===== src/hw/rtl/sif_pkg.sv =====
// Shared types and constants for the sub-pixel interpolation filter.
`default_nettype none

package sif_pkg;

  // Field and datapath widths
  localparam int unsigned SAMPLE_W    = 16;
  localparam int unsigned COEF_W      = 8;
  localparam int unsigned NUM_SAMPLES = 8;
  localparam int unsigned PROD_W      = SAMPLE_W + COEF_W;
  localparam int unsigned PRE_W       = 40;
  localparam int unsigned HR_W        = 3;
  localparam int unsigned SH_W        = 4;
  localparam int unsigned DEPTH_W     = 4;
  localparam int unsigned PEL_W       = 12;
  localparam int unsigned MODE_W      = 3;

  // Configuration port
  localparam int unsigned CFG_IDX_W   = 2;
  localparam int unsigned CFG_DATA_W  = 64;

  // Fixed-point constants of the filter
  localparam int unsigned INTERNAL_PREC      = 14;
  localparam int unsigned FILTER_PREC        = 6;
  localparam int unsigned INTERNAL_OFFS_LOG2 = 13;

  localparam logic [DEPTH_W-1:0] MIN_DEPTH = 4'd8;
  localparam logic [DEPTH_W-1:0] MAX_DEPTH = 4'd12;

  // Operating modes
  typedef enum logic [MODE_W-1:0] {
    MODE_H_PEL_PEL   = 3'd0,
    MODE_H_PEL_SHORT = 3'd1,
    MODE_V_SHORT_PEL = 3'd2,
    MODE_V_PEL_PEL   = 3'd3,
    MODE_SHORT_PEL   = 3'd4,
    MODE_PEL_SHORT   = 3'd5
  } sif_mode_e;

  // Register indexes
  typedef enum logic [CFG_IDX_W-1:0] {
    REG_MODE         = 2'd0,
    REG_BIT_DEPTH    = 2'd1,
    REG_EIGHT_TAPS   = 2'd2,
    REG_COEFFICIENTS = 2'd3
  } sif_reg_e;

  typedef logic signed [COEF_W-1:0] sif_coef_t;

  // Decoded per-mode normalization controls
  typedef struct packed {
    logic [HR_W-1:0]         pre_shl;
    logic signed [PRE_W-1:0] offset;
    logic [SH_W-1:0]         post_shr;
    logic                    clamp;
    logic [PEL_W-1:0]        pel_max;
    logic                    zero;
  } sif_ctrl_t;

endpackage

`default_nettype wire


===== src/hw/rtl/subpel_interpolation_fir.sv =====
// Pipeline: four register stages (multiply, sum, offset, shift).
// Throughput: one item per cycle while the output side accepts; the multiply, sum, offset and shift stages each
// take one item a cycle and stall independently, so bubbles close up under backpressure.
// Reset: asynchronous active-low; clears all stage valid bits and loads the register
// defaults (mode 0, depth 8, eight taps, zero coefficients). No clearing pass.
`default_nettype none

module subpel_interpolation_fir import sif_pkg::*; #(
  parameter int unsigned MAX_TAPS = 8
) (
  input  logic                            clk_i,
  input  logic                            rst_ni,
  // sample_0 .. sample_7, 16 bits each, sample_0 in the low bits
  input  logic [NUM_SAMPLES*SAMPLE_W-1:0] s_axis_tdata,
  input  logic                            s_axis_tvalid,
  output logic                            s_axis_tready,
  // filtered_value
  output logic [SAMPLE_W-1:0]             m_axis_tdata,
  output logic                            m_axis_tvalid,
  input  logic                            m_axis_tready,
  input  logic                            cfg_we_i,
  input  logic [CFG_IDX_W-1:0]            cfg_idx_i,
  input  logic [CFG_DATA_W-1:0]           cfg_wdata_i
);

  logic signed [SAMPLE_W-1:0] sample [MAX_TAPS];
  sif_coef_t                  coef [MAX_TAPS];
  sif_ctrl_t                  ctrl;
  logic                       mac_valid, norm_ready;
  logic signed [PRE_W-1:0]    mac_sum;
  logic signed [SAMPLE_W-1:0] value;

  // Window unpack
  always_comb begin
    for (int i = 0; i < MAX_TAPS; i++) begin
      sample[i] = s_axis_tdata[SAMPLE_W*i +: SAMPLE_W];
    end
  end

  sif_cfg #(
    .MAX_TAPS (MAX_TAPS)
  ) u_cfg (
    .clk_i       (clk_i),
    .rst_ni      (rst_ni),
    .cfg_we_i    (cfg_we_i),
    .cfg_idx_i   (cfg_idx_i),
    .cfg_wdata_i (cfg_wdata_i),
    .coef_o      (coef),
    .ctrl_o      (ctrl)
  );

  sif_mac #(
    .MAX_TAPS (MAX_TAPS)
  ) u_mac (
    .clk_i       (clk_i),
    .rst_ni      (rst_ni),
    .in_valid_i  (s_axis_tvalid),
    .in_ready_o  (s_axis_tready),
    .sample_i    (sample),
    .coef_i      (coef),
    .out_valid_o (mac_valid),
    .out_ready_i (norm_ready),
    .sum_o       (mac_sum)
  );

  sif_norm u_norm (
    .clk_i       (clk_i),
    .rst_ni      (rst_ni),
    .in_valid_i  (mac_valid),
    .in_ready_o  (norm_ready),
    .sum_i       (mac_sum),
    .ctrl_i      (ctrl),
    .out_valid_o (m_axis_tvalid),
    .out_ready_i (m_axis_tready),
    .value_o     (value)
  );

  assign m_axis_tdata = value;

`ifndef NO_ASSERTIONS
  // Input side only backs up once the output register holds an item
  a_stall_from_output: assert property (@(posedge clk_i) disable iff (!rst_ni)
    !s_axis_tready |-> m_axis_tvalid)
    else $error("input stalled with empty output register");

  // Pixel results stay within 0 .. 2^depth-1
  a_pel_range: assert property (@(posedge clk_i) disable iff (!rst_ni)
    (m_axis_tvalid && ctrl.clamp && !ctrl.zero) |->
      (!m_axis_tdata[SAMPLE_W-1] &&
       (m_axis_tdata <= {{(SAMPLE_W-PEL_W){1'b0}}, ctrl.pel_max})))
    else $error("pixel result out of range");

  // Unused modes give zero
  a_unused_mode_zero: assert property (@(posedge clk_i) disable iff (!rst_ni)
    (m_axis_tvalid && ctrl.zero) |-> (m_axis_tdata == '0))
    else $error("unused mode gave nonzero result");
`endif

endmodule

`default_nettype wire


===== src/hw/rtl/sif_cfg.sv =====
// Configuration registers and mode decode for the interpolation filter.
`default_nettype none

module sif_cfg import sif_pkg::*; #(
  parameter int unsigned MAX_TAPS = 8
) (
  input  logic                  clk_i,
  input  logic                  rst_ni,
  input  logic                  cfg_we_i,
  input  logic [CFG_IDX_W-1:0]  cfg_idx_i,
  input  logic [CFG_DATA_W-1:0] cfg_wdata_i,
  output sif_coef_t             coef_o [MAX_TAPS],
  output sif_ctrl_t             ctrl_o
);

  localparam int unsigned CSUM_W = COEF_W + $clog2(MAX_TAPS);
  localparam logic signed [PRE_W-1:0] PRE_ONE   = PRE_W'(1);
  localparam logic signed [PRE_W-1:0] OFFS      = PRE_ONE <<< INTERNAL_OFFS_LOG2;
  localparam logic signed [PRE_W-1:0] OFFS_FILT = OFFS <<< FILTER_PREC;

  logic [MODE_W-1:0]     mode_q;
  logic [DEPTH_W-1:0]    depth_q;
  logic                  eight_q;
  logic [CFG_DATA_W-1:0] coefs_q;

  logic [DEPTH_W-1:0]       depth;
  logic [HR_W-1:0]          hr;
  logic [SH_W-1:0]          shv;
  logic signed [CSUM_W-1:0] csum;
  logic signed [PRE_W-1:0]  round_v;
  sif_ctrl_t                ctrl_d, ctrl_q;

  // Register writes
  always_ff @(posedge clk_i or negedge rst_ni) begin
    if (!rst_ni) begin
      mode_q  <= MODE_H_PEL_PEL;
      depth_q <= MIN_DEPTH;
      eight_q <= 1'b1;
      coefs_q <= '0;
    end else if (cfg_we_i) begin
      case (sif_reg_e'(cfg_idx_i))
        REG_MODE:         mode_q  <= cfg_wdata_i[MODE_W-1:0];
        REG_BIT_DEPTH:    depth_q <= cfg_wdata_i[DEPTH_W-1:0];
        REG_EIGHT_TAPS:   eight_q <= cfg_wdata_i[0];
        REG_COEFFICIENTS: coefs_q <= cfg_wdata_i;
        default: ;
      endcase
    end
  end

  // Effective taps: unused lanes are zero, single-sample modes pass sample 0
  always_comb begin
    csum = '0;
    for (int i = 0; i < MAX_TAPS; i++) begin
      logic      used;
      sif_coef_t raw;
      raw  = coefs_q[COEF_W*i +: COEF_W];
      used = eight_q || (i < 4);
      if (used) begin
        csum = csum + CSUM_W'(raw);
      end
      if ((mode_q == MODE_SHORT_PEL) || (mode_q == MODE_PEL_SHORT)) begin
        coef_o[i] = (i == 0) ? sif_coef_t'(1) : '0;
      end else begin
        coef_o[i] = used ? raw : '0;
      end
    end
  end

  // Depth clamp and headroom
  always_comb begin
    if (depth_q < MIN_DEPTH) begin
      depth = MIN_DEPTH;
    end else if (depth_q > MAX_DEPTH) begin
      depth = MAX_DEPTH;
    end else begin
      depth = depth_q;
    end
    hr      = HR_W'(DEPTH_W'(INTERNAL_PREC) - depth);
    shv     = SH_W'(FILTER_PREC) + SH_W'(hr);
    round_v = (PRE_ONE << (shv - SH_W'(1))) + OFFS_FILT;
  end

  // Per-mode offset and shifts
  always_comb begin
    ctrl_d          = '0;
    ctrl_d.pel_max  = PEL_W'((13'(1) << depth) - 13'(1));
    case (mode_q)
      MODE_H_PEL_PEL: begin
        ctrl_d.offset   = PRE_ONE << (hr - HR_W'(1));
        ctrl_d.post_shr = SH_W'(hr);
        ctrl_d.clamp    = 1'b1;
      end
      MODE_H_PEL_SHORT: begin
        ctrl_d.offset   = -(OFFS << (HR_W'(FILTER_PREC) - hr));
        ctrl_d.post_shr = SH_W'(HR_W'(FILTER_PREC) - hr);
      end
      MODE_V_SHORT_PEL: begin
        ctrl_d.offset   = round_v;
        ctrl_d.post_shr = shv;
        ctrl_d.clamp    = 1'b1;
      end
      MODE_V_PEL_PEL: begin
        ctrl_d.pre_shl  = hr;
        ctrl_d.offset   = round_v - (PRE_W'(csum) <<< INTERNAL_OFFS_LOG2);
        ctrl_d.post_shr = shv;
        ctrl_d.clamp    = 1'b1;
      end
      MODE_SHORT_PEL: begin
        ctrl_d.offset   = OFFS + (PRE_ONE << (hr - HR_W'(1)));
        ctrl_d.post_shr = SH_W'(hr);
        ctrl_d.clamp    = 1'b1;
      end
      MODE_PEL_SHORT: begin
        ctrl_d.pre_shl  = hr;
        ctrl_d.offset   = -OFFS;
      end
      default: begin
        ctrl_d.zero = 1'b1;
      end
    endcase
  end

  // Decoded controls, registered, used by the offset and output stages
  always_ff @(posedge clk_i) begin
    ctrl_q <= ctrl_d;
  end

  assign ctrl_o = ctrl_q;

endmodule

`default_nettype wire


===== src/hw/rtl/sif_mac.sv =====
// Multiply and sum stages: one product per tap lane, then the tap sum.
`default_nettype none

module sif_mac import sif_pkg::*; #(
  parameter int unsigned MAX_TAPS = 8
) (
  input  logic                       clk_i,
  input  logic                       rst_ni,
  input  logic                       in_valid_i,
  output logic                       in_ready_o,
  input  logic signed [SAMPLE_W-1:0] sample_i [MAX_TAPS],
  input  sif_coef_t                  coef_i [MAX_TAPS],
  output logic                       out_valid_o,
  input  logic                       out_ready_i,
  output logic signed [PRE_W-1:0]    sum_o
);

  localparam int unsigned SUM_W = PROD_W + $clog2(MAX_TAPS);

  logic                     v1_q, v2_q;
  logic                     en1, en2;
  logic signed [PROD_W-1:0] prod_d [MAX_TAPS];
  logic signed [PROD_W-1:0] prod_q [MAX_TAPS];
  logic signed [SUM_W-1:0]  sum_d, sum_q;

  // Stage enables: a stage loads when it is empty or its item moves on
  assign en2        = !v2_q || out_ready_i;
  assign en1        = !v1_q || en2;
  assign in_ready_o = en1;

  always_ff @(posedge clk_i or negedge rst_ni) begin
    if (!rst_ni) begin
      v1_q <= 1'b0;
      v2_q <= 1'b0;
    end else begin
      if (en1) v1_q <= in_valid_i;
      if (en2) v2_q <= v1_q;
    end
  end

  // Lane products
  always_comb begin
    for (int i = 0; i < MAX_TAPS; i++) begin
      prod_d[i] = PROD_W'(sample_i[i]) * PROD_W'(coef_i[i]);
    end
  end

  always_ff @(posedge clk_i) begin
    if (en1 && in_valid_i) begin
      prod_q <= prod_d;
    end
  end

  // Tap sum
  always_comb begin
    sum_d = '0;
    for (int i = 0; i < MAX_TAPS; i++) begin
      sum_d = sum_d + SUM_W'(prod_q[i]);
    end
  end

  always_ff @(posedge clk_i) begin
    if (en2 && v1_q) begin
      sum_q <= sum_d;
    end
  end

  assign out_valid_o = v2_q;
  assign sum_o       = PRE_W'(sum_q);

endmodule

`default_nettype wire


===== src/hw/rtl/sif_norm.sv =====
// Normalization stages: offset and scale, then shift, truncate and clamp, or zero in unused modes.
`default_nettype none

module sif_norm import sif_pkg::*; (
  input  logic                       clk_i,
  input  logic                       rst_ni,
  input  logic                       in_valid_i,
  output logic                       in_ready_o,
  input  logic signed [PRE_W-1:0]    sum_i,
  input  sif_ctrl_t                  ctrl_i,
  output logic                       out_valid_o,
  input  logic                       out_ready_i,
  output logic signed [SAMPLE_W-1:0] value_o
);

  logic                       v3_q, v4_q;
  logic                       en3, en4;
  logic signed [PRE_W-1:0]    pre_q;
  logic signed [PRE_W-1:0]    shifted;
  logic signed [SAMPLE_W-1:0] t16, max16, value_d, value_q;

  assign en4        = !v4_q || out_ready_i;
  assign en3        = !v3_q || en4;
  assign in_ready_o = en3;

  always_ff @(posedge clk_i or negedge rst_ni) begin
    if (!rst_ni) begin
      v3_q <= 1'b0;
      v4_q <= 1'b0;
    end else begin
      if (en3) v3_q <= in_valid_i;
      if (en4) v4_q <= v3_q;
    end
  end

  // Scale up and add rounding and offset terms
  always_ff @(posedge clk_i) begin
    if (en3 && in_valid_i) begin
      pre_q <= (sum_i <<< ctrl_i.pre_shl) + ctrl_i.offset;
    end
  end

  // Floor shift, keep 16 bits, clamp pixel outputs
  always_comb begin
    shifted = pre_q >>> ctrl_i.post_shr;
    t16     = shifted[SAMPLE_W-1:0];
    max16   = {{(SAMPLE_W-PEL_W){1'b0}}, ctrl_i.pel_max};
    if (ctrl_i.zero) begin
      value_d = '0;
    end else if (ctrl_i.clamp && t16 < 0) begin
      value_d = '0;
    end else if (ctrl_i.clamp && t16 > max16) begin
      value_d = max16;
    end else begin
      value_d = t16;
    end
  end

  // Output register
  always_ff @(posedge clk_i) begin
    if (en4 && v3_q) begin
      value_q <= value_d;
    end
  end

  assign out_valid_o = v4_q;
  assign value_o     = value_q;

endmodule

`default_nettype wire


===== config.mk =====
export PLATFORM = sky130hd
export DESIGN_NAME = subpel_interpolation_fir
export DESIGN_NICKNAME = d
export VERILOG_FILES = /design/src/hw/rtl/sif_pkg.sv /design/src/hw/rtl/subpel_interpolation_fir.sv /design/src/hw/rtl/sif_cfg.sv /design/src/hw/rtl/sif_mac.sv /design/src/hw/rtl/sif_norm.sv
export SDC_FILE = /design/constraint.sdc
export NUM_CORES = 2
export LEC_CHECK = 0
export BUFFER_PORTS_ARGS = -buffer_cell sky130_fd_sc_hd__buf_4
export CORE_MARGIN = 2
export CORE_UTILIZATION = 30
export CTS_CLUSTER_DIAMETER = 120
export DETAILED_ROUTE_END_ITERATION = 10
export PLACE_DENSITY = 0.52
export SLEW_MARGIN = 20
export SYNTH_ARGS = -nofsm -noshare
export SYNTH_HDL_FRONTEND = slang
export SYNTH_SLANG_ARGS = --single-unit

===== constraint.sdc =====
create_clock -name clk_i -period 15 [get_ports clk_i]
set_clock_uncertainty 0.05 [all_clocks]
set_input_delay 3 -clock clk_i [delete_from_list [all_inputs] [get_ports clk_i]]
set_output_delay 3 -clock clk_i [all_outputs]
set_load 0.005 [all_outputs]

After elaboration in Yosys (flattened, before gate mapping)
Cells that the tools add are included.
{ "classes": {"addsub": 26, "mul": 8, "n_lt_le_gt_ge": 4, "n_eq_ne": 8, "shift": 6, "mux": 23, "reduce_logical": 28} }
{ "op_table": {"columns": ["cell", "count"], "rows": [
  ["40-bit case mux with 6 select lines", 1],
  ["16-bit by 8-bit multiplier with 24-bit output", 8],
  ["27-bit by 24-bit adder with 27-bit output", 5],
  ["8-bit two-way mux", 12],
  ["11-bit by 8-bit adder with 11-bit output", 5],
  ["11-bit two-way mux", 4],
  ["15-bit by 40-bit adder with 40-bit output, first input constant", 1],
  ["40-bit by 21-bit adder with 40-bit output, second input constant", 1],
  ["40-bit adder", 1],
  ["40-bit negator", 1],
  ["1-bit by 3-bit << shifter with 40-bit output, first input constant", 1],
  ["1-bit by 4-bit << shifter with 40-bit output, first input constant", 1],
  ["14-bit by 3-bit << shifter with 40-bit output, first input constant", 1],
  ["27-bit by 3-bit <<< shifter with 40-bit output", 1],
  ["40-bit by 4-bit >>> shifter with 16-bit output", 1],
  ["40-bit by 24-bit subtractor with 40-bit output", 1],
  ["25-bit by 24-bit adder with 26-bit output", 1],
  ["24-bit by 24-bit adder with 25-bit output", 1],
  ["16-bit by 13-bit greater-than comparator with 1-bit output", 1],
  ["16-bit by 1-bit < comparator with 1-bit output, second input constant", 1],
  ["12-bit two-way mux", 1],
  ["4-bit case mux with 3 select lines", 1],
  ["1-bit by 4-bit << shifter with 12-bit output, first input constant", 1],
  ["12-bit by 2-bit subtractor with 12-bit output, second input constant", 1],
  ["26 further kinds", 50]
]} }
{ "totals": {"register_bits": 412, "input_bits": 199, "output_inout_bits": 18, "elab_cells": 129} }

Longest topological paths before layout
{ "logic_depth": {"word_depth": 13, "depth_mapped": 39, "depth_no_buf": 37} }

Hierarchy
A second synthesis with hierarchy kept.
{ "unflattened": {"cells_unflattened": 6518, "area_unflattened_um2": 62486.2} }
{ "modules_own_cells": {"columns": ["mod", "instances", "cells_each", "area_per_inst_um2", "seq_area_each_um2"], "rows": [
  ["sif_mac", 1, 5049, 48469.0, 6626.4],
  ["sif_cfg", 1, 859, 8415.6, 3025.4],
  ["sif_norm", 1, 610, 5601.6, 1461.4]
]} }

Worst setup path after synthesis
Ideal clock, no wire load.
{ "synth_timing": {"path_type": "input to register", "startpoint": "in m_axis_tready", "endpoint": "reg u_mac.prod_q[0] (netlist name) (enable)", "setup_ps": 577, "arrival_time_ps": 7623, "required_ps": 14373, "slack_ps": 6750, "stages": 3, "n_path_buf": 0, "cell_sequence": "nor2b_1 nand4_1 and2_1"} }
{ "synth_between": {"elab_chain_cells": 5} }
{ "synth_lines": {"columns": ["element", "line", "text"], "rows": [
  ["start, declared", "subpel_interpolation_fir.sv:20", "input logic m_axis_tready,"],
  ["1-bit logical OR", "sif_norm.sv:22", "assign en4 = !v4_q || out_ready_i;"],
  ["1-bit logical OR", "sif_norm.sv:23", "assign en3 = !v3_q || en4;"],
  ["1-bit logical OR", "sif_mac.sv:27", "assign en2 = !v2_q || out_ready_i;"],
  ["1-bit logical OR", "sif_mac.sv:28", "assign en1 = !v1_q || en2;"],
  ["net s_axis_tready", "subpel_interpolation_fir.sv:16", "output logic s_axis_tready,"],
  ["1-bit logical AND", "sif_mac.sv:49", "if (en1 && in_valid_i) begin"],
  ["end signal, assigned", "sif_mac.sv:50", "prod_q <= prod_d;"],
  ["end, declared", "sif_mac.sv:23", "logic signed [PROD_W-1:0] prod_q [MAX_TAPS];"]
]} }
The timed path passes the listed nets, and every way through them passes these cells.
A chain may end at the register's enable or synchronous reset.

==> implementation parameters <==
Parameter                              Value

Timing
  Count of endpoints failing hold in the final timing report ... 0
  Measured slew at the worst slew-check pin ... 1.10 ns
  Tightest slew margin relative to the limit ... 26.4%
  Final critical delay including setup and external delays ... 8.98 ns
  Sum of negative setup slack ... 0 ns
  Final worst-path cycle share ... ~60%
  # setup viols final ... 0
  Crit path setup slack, layout ... around 6.0 ns
  Setup repair after global routing missed its margin ... false
  Max-slew violation count ... 0
  Achievable frequency ... 111 MHz

Critical path
  Destination of the critical timing path ... u_cfg.ctrl_o[41]
  Cells on worst reg2reg path ... 33
  Buffers and inverters on the worst path ... 2
  Worst setup path startpoint ... u_cfg.coefs_q[9]
  Critical Path Start Type ... flop
  Critical register-to-register path startpoint ... u_cfg.coefs_q[9]
  Reg-to-reg setup timing slack ... roughly 6 ns
  Library cell contributing the largest single delay on the critical path ... sky130_fd_sc_hd__dfrtp_1
  Critical path capture point type ... flop
  Class of the most critical setup path ... flop to flop
  CP max FO ... 18
  Delay contributed by the slowest stage of the critical path ... 0.80 ns
  Critical R2R Capture ... u_cfg.ctrl_o[41]
  Largest delay contributor family on the critical path ... adder cells
  Critical path required time ... approximately 15 ns
  Most numerous cell on the critical path ... sky130_fd_sc_hd__ha_1
  WP data arrival ... between 9 and 10 ns
  Number of cells on the critical path ... 33

Placed design
  Post-Place Worst Slack ... 6.15 ns
  DP Area ... 66000 sq um
  HPWL after DPL ... 140000 microns
  IO Port Bufs ... 216
  Routability-driven placement congestion ratio ... 0.861

Floorplanning
  Std cell rows ... 166
  Die height ... 457 microns
  Floorplan die area ... 209000 sq um
  Die width ... 457 microns
  Effective utilization at floorplan ... 30.1%
  Number of placed I/O pins ... between 200 and 250
  Core Area ... 204000 sq um

Synth
  Fraction of registers with async set/reset ... 19.3%
  EDFF count, synth ... 266
  Syn. warnings ... 0
  Yosys cell types ... 85
  Total of flip-flops plus latches after synthesis ... 394
  Cells after Synth ... 6357
  Cell area after technology mapping ... 61600 sq um
  Top flip-flop cell by instance count after synthesis ... sky130_fd_sc_hd__edfxtp_1
  Share of synthesized area occupied by flip-flops and latches ... 17.7%
  Synthesized area divided by synthesized cell count ... between 9 and 10 sq um

Clock network
  Sinks on the clock net ... about 400
  Number of buffers created by CTS ... 50
  Maximum buffer depth of the clock tree ... 3
  Number of hold-repair buffers added at the cts stage ... 0
  Post-CTS clock slew at the launch and capture registers of the worst setup and hold paths ... around 0.060 ns
  Clock tree root buffer cell ... sky130_fd_sc_hd__clkbuf_16
  Clock latency reported for the late side of the worst-skew pair ... 0.65 ns
  H-tree depth ... 2
  Number of instances resized during post-cts repair ... 0
  Clock tree from TritonCTS ... done
  Post-CTS setup buffers ... 0

Final layout
  Final Net Count ... around 8100
  Synth-to-layout area growth ... 9.78%
  Finished layout cell area ... 67600 sq um
  End-of-flow core utilization ... 33.1%
  Proportion of layout cells with a drive suffix above 1 ... 9.20%
  Most common library cell in the layout ignoring fill and taps ... sky130_fd_sc_hd__inv_1
  Most frequent cells in the layout ... 1244 x sky130_fd_sc_hd__inv_1, 974 x sky130_fd_sc_hd__fa_1, 615 x sky130_fd_sc_hd__and3_1

Route
  Wire length per cell after detailed routing ... 18.4 microns
  Total iterations of the first detailed-routing run ... 7
  Number of routed nets with antenna violations ... 0
  DRC violation total after the first TritonRoute iteration ... approximately 2300
  Number of vias per cell after detailed routing ... 4.80
  Via Count ... 44100
  Wirelength, routed ... 169000 microns
  Residual DRC ... 0

Status
  Outcome ... complete, no violations

Global routing
  First-pass GRT wire length ... 269000 microns
  Number of antenna violations at the first check in global routing ... 23
  Pin count of the biggest net entering global routing ... 107
  Number of global-route vias before repair ... 46900
  Total congestion overflow after global routing ... 0
  GR Util All Layers ... between 10% and 20%

Worst hold path
  Class of the tightest hold or removal check ... flop to flop

Job
  Max-capacitance violation count ... 0
worst min path at each step:
stage,startpoint,endpoint,slack [ns],cells past startpoint
finish,u_mac.v1_q,u_mac.out_valid_o,0.46,1
global route,u_mac.v1_q,u_mac.out_valid_o,0.47,1
CTS,u_mac.v1_q,u_mac.out_valid_o,0.46,1
detailed placement,u_mac.v1_q,u_mac.out_valid_o,0.44,1
global placement,u_mac.v1_q,u_mac.out_valid_o,0.42,1
floorplan,u_mac.v1_q,u_mac.out_valid_o,0.40,1
per-stage QoR:
| step | hold slack (ns) | cells |
|---|---|---|
| final | 0.461 | 9180 |
| after global routing | 0.466 | 9178 |
| after CTS | 0.457 | 9168 |
| after detailed placement | 0.442 | 9075 |
| after global placement | 0.424 | 9075 |
| after floorplan | 0.399 | 6362 |
routing by layer:
metal  part of all wire (%)  track usage [%]  vias up  wire length (microns)
met1                     44             21.2    22300                  74400
li1                       -                -    20900                      -
met5                  0.065                0        -                    109
met2                     48             27.9      698                  81800
met4                    4.2             6.59       16                   7050
met3                    3.2             1.64      219                   5420
state kept, by name (all words and copies together), names as in the netlist, 3 cells and up:
signal,cells
u_cfg.coefs_q,64
u_mac.sum_q,27
u_cfg.mode_q,3
u_norm.value_o,16
u_cfg.ctrl_o,52
u_mac.prod_q,192
u_norm.pre_q,31
u_cfg.depth_q,4
area by class of cell:
class | count | area, sq um
Inverter | 1244 | 4670
Tap cell | 2688 | 3360
Multi-Input combinational cell | 4506 | 45200
Sequential cell | 394 | 10900
Timing Repair Buffer | 243 | 1820
Clock buffer | 71 | 1410
Antenna cell | 12 | 30.0
Fill cell | 21100 | 137000
Clock inverter | 22 | 199
worst register-to-register path: cells and delay by family, from the launching register on:
| kind | cells | cell delay [ns] |
|---|---|---|
| simple gates | 6 | 1.19 |
| fa+ha+maj | 8 | 2.82 |
| xor+xnor | 3 | 0.51 |
| mux | 2 | 0.78 |
| flops | 1 | 0.80 |
| buf+inv | 2 | 0.18 |
| compound gates | 12 | 2.51 |
cell families after synthesis:
logic type / synth area share (%)
xor gates and xnor gates: 4.26
buffers and inverters: 8.96
adders and majority gates: 42.2
AOI/OAI and AO/OA: 8.00
and+or+nand+nor: 15.2
DFF: 17.7
other: 0.00609
muxes: 3.58
Yosys cell counts, types with 40 or more instances:
library cell	n	area [sq um]
sky130_fd_sc_hd__mux2i_1	55	551
sky130_fd_sc_hd__or2_2	133	832
sky130_fd_sc_hd__a21o_1	93	698
sky130_fd_sc_hd__clkbuf_1	200	751
sky130_fd_sc_hd__nor2b_1	69	432
sky130_fd_sc_hd__xor2_1	63	552
sky130_fd_sc_hd__nand3_1	104	521
sky130_fd_sc_hd__and3_1	615	3850
sky130_fd_sc_hd__and2_1	50	313
sky130_fd_sc_hd__nor3_1	64	320
sky130_fd_sc_hd__fa_1	974	19500
sky130_fd_sc_hd__a21oi_1	215	1080
sky130_fd_sc_hd__dfrtp_1	74	1850
sky130_fd_sc_hd__o21ai_0	149	746
sky130_fd_sc_hd__inv_1	1244	4670
sky130_fd_sc_hd__dfxtp_1	52	1040
sky130_fd_sc_hd__nand2b_1	50	313
sky130_fd_sc_hd__xnor2_1	237	2080
sky130_fd_sc_hd__o21a_1	40	300
sky130_fd_sc_hd__ha_1	519	6490
sky130_fd_sc_hd__nand2_1	399	1500
sky130_fd_sc_hd__mux2_2	101	1140
sky130_fd_sc_hd__edfxtp_1	266	7990
sky130_fd_sc_hd__nor2_1	216	811
Power is not shown: default switching activity piles up to over one toggle a cycle in this logic, so the estimate is an artifact.
